### config.mk
export PLATFORM = sky130hd
export DESIGN_NAME = base64_decoder_top_flat
export DESIGN_NICKNAME = d
export VERILOG_FILES = /design/src/b64_pkg.sv /design/src/b64_if.sv /design/src/b64_front.sv /design/src/b64_cmd_fifo.sv /design/src/b64_back.sv /design/src/base64_decoder_top.sv /design/src/flat_wrapper.sv
export SDC_FILE = /design/constraint.sdc
export NUM_CORES = 1
export LEC_CHECK = 0
export ABC_AREA = 1
export BUFFER_PORTS_ARGS = -buffer_cell sky130_fd_sc_hd__buf_2
export CAP_MARGIN = 20
export CORE_ASPECT_RATIO = 0.7
export CORE_MARGIN = 5
export CORE_UTILIZATION = 55
export DETAILED_ROUTE_END_ITERATION = 7
export MAX_ROUTING_LAYER = met4
export PLACE_DENSITY = 0.73
export SYNTH_ARGS = -nofsm -noshare
export SYNTH_HDL_FRONTEND = slang
export SYNTH_SLANG_ARGS = --single-unit
export TNS_END_PERCENT = 50
### constraint.sdc
create_clock -name clk -period 9.3 [get_ports clk]
set_clock_uncertainty 0.15 [all_clocks]
set_input_delay 0.93 -clock clk [delete_from_list [all_inputs] [get_ports clk]]
set_output_delay 0.93 -clock clk [all_outputs]
set_load 0.005 [all_outputs]
### src/b64_pkg.sv
// ----------------------------------------------------------------------------
// b64_pkg
// Shared types, constants and the character classifier of the Base64 decoder.
// ----------------------------------------------------------------------------
`default_nettype none

package b64_pkg;

  localparam logic [7:0] CharUpperA = 8'h41;
  localparam logic [7:0] CharUpperZ = 8'h5a;
  localparam logic [7:0] CharLowerA = 8'h61;
  localparam logic [7:0] CharLowerZ = 8'h7a;
  localparam logic [7:0] CharDigit0 = 8'h30;
  localparam logic [7:0] CharDigit9 = 8'h39;
  localparam logic [7:0] CharPlus   = 8'h2b;
  localparam logic [7:0] CharSlash  = 8'h2f;

  localparam logic [5:0] SextetLowerBase = 6'd26;
  localparam logic [5:0] SextetDigitBase = 6'd52;
  localparam logic [5:0] SextetPlus      = 6'd62;
  localparam logic [5:0] SextetSlash     = 6'd63;

  // command queue depth
  localparam int CmdDepth   = 4;
  localparam int CmdPtrW    = $clog2(CmdDepth);
  localparam int CmdCountW  = $clog2(CmdDepth + 1);

  typedef struct packed {
    logic       ok;
    logic [5:0] val;
  } sextet_t;

  // one accepted character's worth of output: 0..3 bytes, plus end flag
  typedef struct packed {
    logic [2:0][7:0] bytes;
    logic [1:0]      nbytes;
    logic            msg_end;
  } cmd_t;

  function automatic sextet_t sextet_of(input logic [7:0] ch);
    sextet_t    s;
    logic [7:0] d;
    s = '{ok: 1'b1, val: 6'd0};
    d = 8'd0;
    if (ch >= CharUpperA && ch <= CharUpperZ) begin
      d = ch - CharUpperA;
      s.val = d[5:0];
    end else if (ch >= CharLowerA && ch <= CharLowerZ) begin
      d = ch - CharLowerA;
      s.val = d[5:0] + SextetLowerBase;
    end else if (ch >= CharDigit0 && ch <= CharDigit9) begin
      d = ch - CharDigit0;
      s.val = d[5:0] + SextetDigitBase;
    end else if (ch == CharPlus) begin
      s.val = SextetPlus;
    end else if (ch == CharSlash) begin
      s.val = SextetSlash;
    end else begin
      s.ok = 1'b0;
    end
    return s;
  endfunction

endpackage

`default_nettype wire

### src/b64_if.sv
// ----------------------------------------------------------------------------
// b64_in_if / b64_out_if
// Valid/ready channels carrying encoded characters and decoded words.
// ----------------------------------------------------------------------------
`default_nettype none

interface b64_in_if;
  logic       valid;
  logic       ready;
  logic [7:0] text_char;
  logic       message_last;

  modport source (output valid, output text_char, output message_last, input ready);
  modport sink   (input valid, input text_char, input message_last, output ready);
endinterface

interface b64_out_if;
  logic       valid;
  logic       ready;
  logic [7:0] data_byte;
  logic       byte_valid;
  logic       run_last;
  logic       message_end;

  modport source (output valid, output data_byte, output byte_valid, output run_last,
                  output message_end, input ready);
  modport sink   (input valid, input data_byte, input byte_valid, input run_last,
                  input message_end, output ready);
endinterface

`default_nettype wire

### src/b64_front.sv
// ----------------------------------------------------------------------------
// b64_front
// Classifies characters, assembles sextet groups and issues byte commands.
// ----------------------------------------------------------------------------
`default_nettype none

module b64_front (
  input  wire logic          clk,
  input  wire logic          rst_n,
  input  wire logic          in_valid,
  input  wire logic [7:0]    in_text_char,
  input  wire logic          in_message_last,
  output logic               in_ready,
  input  wire logic          q_full,
  output logic               push,
  output b64_pkg::cmd_t      push_cmd
);

  logic [2:0][5:0] held_r, held_nxt;
  logic [1:0]      count_r, count_nxt;
  logic            stopped_r, stopped_nxt;

  logic              accept;
  b64_pkg::sextet_t  sx;
  logic [2:0][5:0]   hs;    // held sextets including this character
  logic [1:0]        cnt;   // count after this character

  assign in_ready = !q_full;
  assign accept   = in_valid && in_ready;
  assign sx       = b64_pkg::sextet_of(in_text_char);

  always_comb begin
    hs          = held_r;
    cnt         = count_r;
    stopped_nxt = stopped_r;
    push_cmd    = '0;
    if (!stopped_r) begin
      if (!sx.ok) begin
        stopped_nxt = 1'b1;
      end else if (count_r == 2'd3) begin
        push_cmd.bytes[0] = {held_r[0], held_r[1][5:4]};
        push_cmd.bytes[1] = {held_r[1][3:0], held_r[2][5:2]};
        push_cmd.bytes[2] = {held_r[2][1:0], sx.val};
        push_cmd.nbytes   = 2'd3;
        cnt               = 2'd0;
      end else begin
        hs[count_r] = sx.val;
        cnt         = count_r + 2'd1;
      end
    end
    if (in_message_last) begin
      push_cmd.msg_end = 1'b1;
      // partial group: n sextets give n-1 bytes
      if (cnt == 2'd2 || cnt == 2'd3) begin
        push_cmd.bytes[0] = {hs[0], hs[1][5:4]};
        push_cmd.nbytes   = 2'd1;
      end
      if (cnt == 2'd3) begin
        push_cmd.bytes[1] = {hs[1][3:0], hs[2][5:2]};
        push_cmd.nbytes   = 2'd2;
      end
      cnt         = 2'd0;
      stopped_nxt = 1'b0;
    end
    held_nxt  = hs;
    count_nxt = cnt;
  end

  assign push = accept && (push_cmd.nbytes != 2'd0 || in_message_last);

  always_ff @(posedge clk) begin
    if (!rst_n) begin
      count_r   <= 2'd0;
      stopped_r <= 1'b0;
    end else if (accept) begin
      count_r   <= count_nxt;
      stopped_r <= stopped_nxt;
    end
  end

  always_ff @(posedge clk) begin
    if (accept) begin
      held_r <= held_nxt;
    end
  end

endmodule

`default_nettype wire

### src/b64_cmd_fifo.sv
// ----------------------------------------------------------------------------
// b64_cmd_fifo
// Short command queue between the front and back halves.
// ----------------------------------------------------------------------------
`default_nettype none

module b64_cmd_fifo (
  input  wire logic          clk,
  input  wire logic          rst_n,
  input  wire logic          push,
  input  wire b64_pkg::cmd_t push_cmd,
  input  wire logic          pop,
  output b64_pkg::cmd_t      head_cmd,
  output logic               full,
  output logic               empty
);

  b64_pkg::cmd_t                     slot_r [b64_pkg::CmdDepth];
  logic [b64_pkg::CmdPtrW-1:0]       wr_ptr_r, rd_ptr_r;
  logic [b64_pkg::CmdCountW-1:0]     count_r, count_nxt;

  assign full     = (count_r == b64_pkg::CmdCountW'(b64_pkg::CmdDepth));
  assign empty    = (count_r == '0);
  assign head_cmd = slot_r[rd_ptr_r];

  always_comb begin
    count_nxt = count_r;
    if (push && !pop) begin
      count_nxt = count_r + 1'b1;
    end else if (!push && pop) begin
      count_nxt = count_r - 1'b1;
    end
  end

  always_ff @(posedge clk) begin
    if (!rst_n) begin
      wr_ptr_r <= '0;
      rd_ptr_r <= '0;
      count_r  <= '0;
    end else begin
      count_r <= count_nxt;
      if (push) begin
        wr_ptr_r <= wr_ptr_r + 1'b1;
      end
      if (pop) begin
        rd_ptr_r <= rd_ptr_r + 1'b1;
      end
    end
  end

  always_ff @(posedge clk) begin
    if (push) begin
      slot_r[wr_ptr_r] <= push_cmd;
    end
  end

endmodule

`default_nettype wire

### src/b64_back.sv
// ----------------------------------------------------------------------------
// b64_back
// Unrolls each queued command into result words through an output register.
// ----------------------------------------------------------------------------
`default_nettype none

module b64_back (
  input  wire logic          clk,
  input  wire logic          rst_n,
  input  wire b64_pkg::cmd_t head_cmd,
  input  wire logic          q_empty,
  output logic               pop,
  output logic               out_valid,
  input  wire logic          out_ready,
  output logic [7:0]         out_data_byte,
  output logic               out_byte_valid,
  output logic               out_run_last,
  output logic               out_message_end
);

  logic       valid_r;
  logic [7:0] data_r;
  logic       bvalid_r, run_last_r, msg_end_r;
  logic [1:0] idx_r, idx_nxt;

  logic       load;
  logic [1:0] nres;
  logic       is_last;

  assign load    = (!valid_r || out_ready) && !q_empty;
  // a command without bytes still yields one (empty) word
  assign nres    = (head_cmd.nbytes == 2'd0) ? 2'd1 : head_cmd.nbytes;
  assign is_last = (idx_r == nres - 2'd1);
  assign pop     = load && is_last;
  assign idx_nxt = is_last ? 2'd0 : idx_r + 2'd1;

  always_ff @(posedge clk) begin
    if (!rst_n) begin
      valid_r <= 1'b0;
      idx_r   <= 2'd0;
    end else begin
      if (load) begin
        valid_r <= 1'b1;
        idx_r   <= idx_nxt;
      end else if (out_ready) begin
        valid_r <= 1'b0;
      end
    end
  end

  always_ff @(posedge clk) begin
    if (load) begin
      data_r     <= (head_cmd.nbytes == 2'd0) ? 8'd0 : head_cmd.bytes[idx_r];
      bvalid_r   <= (head_cmd.nbytes != 2'd0);
      run_last_r <= is_last;
      msg_end_r  <= is_last && head_cmd.msg_end;
    end
  end

  assign out_valid       = valid_r;
  assign out_data_byte   = data_r;
  assign out_byte_valid  = bvalid_r;
  assign out_run_last    = run_last_r;
  assign out_message_end = msg_end_r;

endmodule

`default_nettype wire

### src/base64_decoder_top.sv
// ----------------------------------------------------------------------------
// base64_decoder_top
// Streaming Base64 decoder, standard alphabet, one character per word.
// ----------------------------------------------------------------------------
// Takes one character per cycle while the command queue has room and
// delivers one result word per cycle while the output is ready. The front
// decodes a character in the cycle it is accepted and drops its 0 to 3
// bytes as one command into a four-entry command queue; the back drains
// that queue through a registered output stage, one word a cycle while the
// output is ready. Input ready drops only while the command queue is full.
// The first word of a character passes the command queue and the output
// register before it is valid. Every message end produces a word flagged
// message_end, with byte_valid low when there is no byte left to deliver.
`default_nettype none

module base64_decoder_top (
  input  wire logic clk,
  input  wire logic rst_n,
  b64_in_if.sink    in_ch,
  b64_out_if.source out_ch
);

  logic          push, pop, q_full, q_empty;
  b64_pkg::cmd_t push_cmd, head_cmd;
  logic          fe_ready;

  b64_front u_front (
    .clk             (clk),
    .rst_n           (rst_n),
    .in_valid        (in_ch.valid),
    .in_text_char    (in_ch.text_char),
    .in_message_last (in_ch.message_last),
    .in_ready        (fe_ready),
    .q_full          (q_full),
    .push            (push),
    .push_cmd        (push_cmd)
  );

  assign in_ch.ready = fe_ready;

  b64_cmd_fifo u_fifo (
    .clk      (clk),
    .rst_n    (rst_n),
    .push     (push),
    .push_cmd (push_cmd),
    .pop      (pop),
    .head_cmd (head_cmd),
    .full     (q_full),
    .empty    (q_empty)
  );

  b64_back u_back (
    .clk             (clk),
    .rst_n           (rst_n),
    .head_cmd        (head_cmd),
    .q_empty         (q_empty),
    .pop             (pop),
    .out_valid       (out_ch.valid),
    .out_ready       (out_ch.ready),
    .out_data_byte   (out_ch.data_byte),
    .out_byte_valid  (out_ch.byte_valid),
    .out_run_last    (out_ch.run_last),
    .out_message_end (out_ch.message_end)
  );

  // end of message always reaches the queue
  a_last_pushes: assert property (@(posedge clk) disable iff (!rst_n)
    (in_ch.valid && in_ch.ready && in_ch.message_last) |-> push)
    else $error("message end not queued");

  a_no_push_when_full: assert property (@(posedge clk) disable iff (!rst_n)
    q_full |-> !push)
    else $error("push into full command queue");

  a_end_is_run_last: assert property (@(posedge clk) disable iff (!rst_n)
    (out_ch.valid && out_ch.message_end) |-> out_ch.run_last)
    else $error("message end word not last of its run");

  a_empty_word_is_end: assert property (@(posedge clk) disable iff (!rst_n)
    (out_ch.valid && !out_ch.byte_valid) |-> out_ch.message_end)
    else $error("empty word outside message end");

endmodule

`default_nettype wire
### src/flat_wrapper.sv
// flat-port wrapper written by rule: the top's interface ports become plain ports
module base64_decoder_top_flat 
  (clk, rst_n, in_ch_valid, in_ch_text_char, in_ch_message_last, in_ch_ready, out_ch_valid, out_ch_data_byte, out_ch_byte_valid, out_ch_run_last, out_ch_message_end, out_ch_ready);
  b64_in_if in_ch_i ();
  b64_out_if out_ch_i ();
  input  wire logic clk;
  input  wire logic rst_n;
  input wire logic [$bits(in_ch_i.valid)-1:0] in_ch_valid;
  input wire logic [$bits(in_ch_i.text_char)-1:0] in_ch_text_char;
  input wire logic [$bits(in_ch_i.message_last)-1:0] in_ch_message_last;
  output wire logic [$bits(in_ch_i.ready)-1:0] in_ch_ready;
  output wire logic [$bits(out_ch_i.valid)-1:0] out_ch_valid;
  output wire logic [$bits(out_ch_i.data_byte)-1:0] out_ch_data_byte;
  output wire logic [$bits(out_ch_i.byte_valid)-1:0] out_ch_byte_valid;
  output wire logic [$bits(out_ch_i.run_last)-1:0] out_ch_run_last;
  output wire logic [$bits(out_ch_i.message_end)-1:0] out_ch_message_end;
  input wire logic [$bits(out_ch_i.ready)-1:0] out_ch_ready;
  assign in_ch_i.valid = in_ch_valid;
  assign in_ch_i.text_char = in_ch_text_char;
  assign in_ch_i.message_last = in_ch_message_last;
  assign in_ch_ready = in_ch_i.ready;
  assign out_ch_valid = out_ch_i.valid;
  assign out_ch_data_byte = out_ch_i.data_byte;
  assign out_ch_byte_valid = out_ch_i.byte_valid;
  assign out_ch_run_last = out_ch_i.run_last;
  assign out_ch_message_end = out_ch_i.message_end;
  assign out_ch_i.ready = out_ch_ready;
  base64_decoder_top u_core (.clk(clk), .rst_n(rst_n), .in_ch(in_ch_i), .out_ch(out_ch_i));
endmodule
==> flow_metrics.env <==
export IMPL_crit_chain="buf_4 > clkinv_1 > a32oi_1 > inv_1 > nand2_1 > nand2_1 > nand2_1 > ha_1 > inv_1 > fa_1 > nor2_1 > nor2_1 > nand2_1 > o21ai_0 > a21oi_1"
export IMPL_hpwl_microns=10340
export IMPL_antenna_found_initial=0
export IMPL_synth_ff_latch_count=152
export IMPL_arrival_ns=3.93
export IMPL_period_share=0.4006
export IMPL_cts_tree="built"
export IMPL_insertion_delay_ns=0.43
export IMPL_clk_pin_slew_ns=0.06
export IMPL_finalSetupViolCount=0
export IMPL_syn_nets=727
export IMPL_grt_start_max_net_pins=56
export IMPL_dp_cells=867
export IMPL_synth_area_leaders="edfxtp_1 58%, nand2_1 8.7%, nor2_1 4.8%, dfxtp_1 4.2%, o21ai_0 4.2%"
export IMPL_viasPerCell=5.737
export IMPL_numCtsBuffers=17
export IMPL_grt_pass1_vias=4856
export IMPL_setup_tns_ns=0
export IMPL_antenna_cells=0
export IMPL_worstMarginPinSlew_ns=0.8942
export IMPL_max_freq_ghz=0.2684
export IMPL_grtUsageMet3=0.05669
export IMPL_drv_slew=0
export IMPL_rsz0062_at_grt="false"
export IMPL_synth_commonest_cells="164 x nand2_1, 137 x edfxtp_1, 91 x nor2_1"
export IMPL_slowest_delay_ns=0.76
export IMPL_relSlewSlack=0.4039
export IMPL_path_delay_family="buffers and inverters"
export IMPL_critical_path_buf_inv_count=4
export IMPL_drc=0
export IMPL_grt_pass1_wl_microns=25620
export IMPL_cp_common_cell="nand2_1"
export IMPL_hold_buffers=0
export IMPL_ctsHtreeMaxLevel=4
export IMPL_fillers=1001
export IMPL_start_kind="register"
export IMPL_ctsResizeCount=0
export IMPL_gr_usage_met1=0.3146
export IMPL_critPathMaxFanout=28
export IMPL_max_cap_viol_count=0
export IMPL_clock_path_buffers=2
export IMPL_status="complete, no violations"
export IMPL_finalNonFillerCells=899
export IMPL_dr_first_iter_drc_count=509
export IMPL_worstHoldPathType="register to register"
export IMPL_post_cts_buffers=0
export IMPL_layout_drive_gt1_share=0.1357
export IMPL_die_w_microns=145.7
export IMPL_cts_sinks=152
export IMPL_wl_per_cell_microns=17.70
export IMPL_rows=34
export IMPL_crit_slowest_cell="clkinv_1"
export IMPL_worst_ep_required_time_ns=9.51
export IMPL_synth_avg_cell_area_sq_um=10.21
export IMPL_vias=5158
export IMPL_cellLeakagePower_nw=3.112
export IMPL_synth_edf_count=137
export IMPL_die_area_sq_um=15300
export IMPL_start_util=0.5671
export IMPL_portBuffers=25
export IMPL_dieHeight_microns=105.0
export IMPL_netlist_area_sq_um=7093
export IMPL_crit_type="register to register"
export IMPL_grt_overflow_total=0
export IMPL_end_kind="register"
export IMPL_ys_flop_type="edfxtp_1"
export IMPL_core_area_sq_um=12510
export IMPL_p_per_area_nw_per_um2=251.3
export IMPL_yosysTopAreaCellShare=0.5800
export IMPL_yosysMostFrequentCell="nand2_1"
export IMPL_syn2layout_area_growth_pct=12.05
export IMPL_clockRootBuffer="clkbuf_16"
export IMPL_finalCriticalPeriod_ns=3.726
export IMPL_synth_cell_types=36
export IMPL_yosysWarningCount=0
export IMPL_gp_congestion=0.8869
export IMPL_drt_wl_total_microns=15910
export IMPL_antenna_left=0
export IMPL_synth_top_area_cell="edfxtp_1"
export IMPL_use_met2=0.3160
export IMPL_grt_busiest_layer="met2"
export IMPL_io_pins=26
export IMPL_synthArstFlopShare=0
export IMPL_ir_drop_uv=150.9
export IMPL_grt_usage=0.2219
export IMPL_first_pass_iters=6
export IMPL_finalHoldViolCount=0
export IMPL_syn_inst=695
export IMPL_fin_nets=756
export IMPL_ys_seq_area_frac=0.6223
per-stage QoR:
step	instance area (sq um)	hold WS (ns)	setup slack [ns]	total power (W)	util
2_1_floorplan	7093	0.3087	5.500	0.001200	-
3_3_place_gp	7382	0.3324	5.508	0.001349	0.5902
3_5_place_dp	7382	0.3413	5.460	0.001366	0.5902
4_1_cts	7948	0.3512	5.574	0.002008	0.6355
5_1_grt	7948	0.3787	5.225	0.002106	0.6355
6_report	7948	0.3591	5.574	0.001997	0.6355
worst reg2reg max path, stage by stage, from the launching register on:
cell      delay, ns
dfxtp_1        0.31
buf_4          0.29
clkinv_1       0.76
a32oi_1        0.53
inv_1          0.10
nand2_1        0.07
nand2_1        0.17
nand2_1        0.22
ha_1           0.17
inv_1          0.07
fa_1           0.44
nor2_1         0.11
nor2_1         0.04
nand2_1        0.06
o21ai_0        0.07
a21oi_1        0.11
area by class of cell:
cell class	count	area, sq um	area share
clock buffers	17	425.4	0.05353
clock inverters	15	140.1	0.01763
inverters	59	222.7	0.02802
multi-input cells	461	2357	0.2966
flip-flops and latches	152	4414	0.5554
well taps	162	202.7	0.02550
repair buffers	33	185.2	0.02330
cells by family (layout without fill, tap and decap cells):
kind of cell	count (synthesis)	after routing	share of synthesized area
AOI/OAI and AO/OA	117	117	0.09384
xor gates and xnor gates	7	7	0.008644
adders and majority gates	19	19	0.03457
buffers and inverters	82	124	0.04763
DFF	152	152	0.6223
and+or+nand+nor	318	318	0.1930
worst paths after layout:
kind              cells after the start  slack, ns                       end                      from
setup / recovery                     15       5.57  u_core.u_fifo.count_r[2]                  register
hold / removal                        2       0.36  u_core.u_front.stopped_r  u_core.u_front.stopped_r
setup reg to reg                     15       5.57  u_core.u_fifo.count_r[2]                  register
hold reg to reg                       2       0.36  u_core.u_front.stopped_r  u_core.u_front.stopped_r
routing by layer:
metal  routed length [microns]  up-vias
li1                          -     2458
met4                       235        0
met1                      7106     2466
met3                      1486       25
met2                      7084      209
met5                         0        -
sequential cells by signal, indices dropped and copies added, names as in the netlist, named ones only:
| name | flops |
|---|---|
| u_core.u_fifo.slot_r | 108 |
| u_core.u_front.held_r | 16 |
| u_core.u_fifo.wr_ptr_r | 2 |
| u_core.u_fifo.rd_ptr_r | 2 |
| u_core.u_back.out_message_end | 1 |
| u_core.u_back.out_run_last | 1 |
| u_core.u_back.idx_r | 2 |
| u_core.u_front.count_r | 2 |
| u_core.u_back.out_valid | 1 |
| u_core.u_back.out_data_byte | 8 |
| u_core.u_fifo.count_r | 3 |
| u_core.u_back.out_byte_valid | 1 |
| u_core.u_front.stopped_r | 1 |
report_power, final:
part	leakage, nW	switching (W)	total [W]	internal, W
logic	1.45	0.000318	0.000461	0.000143
clock network	0.272	0.000291	0.000643	0.000352
registers	1.39	0.0000405	0.000893	0.000852
layout by cell type, fill, tap and decap left out, types with 3 or more instances in the layout:
cell       instances
xor2_1             6
o21ai_1            4
clkbuf_16         17
inv_6              5
nand3_1           34
buf_2             25
inv_2             10
nor2_1            87
a21oi_1           25
nor2_2             8
nand3_2            3
nand4_1            6
nand2_1          164
inv_1             45
nand2_2            5
dfxtp_1           15
edfxtp_1         137
o21ai_0           60
o221ai_1          16
o22ai_1            8
clkinv_1           4
ha_1              18
nand3_4            3
buf_4              8
Note: power is estimated with default switching activity, not from simulation.
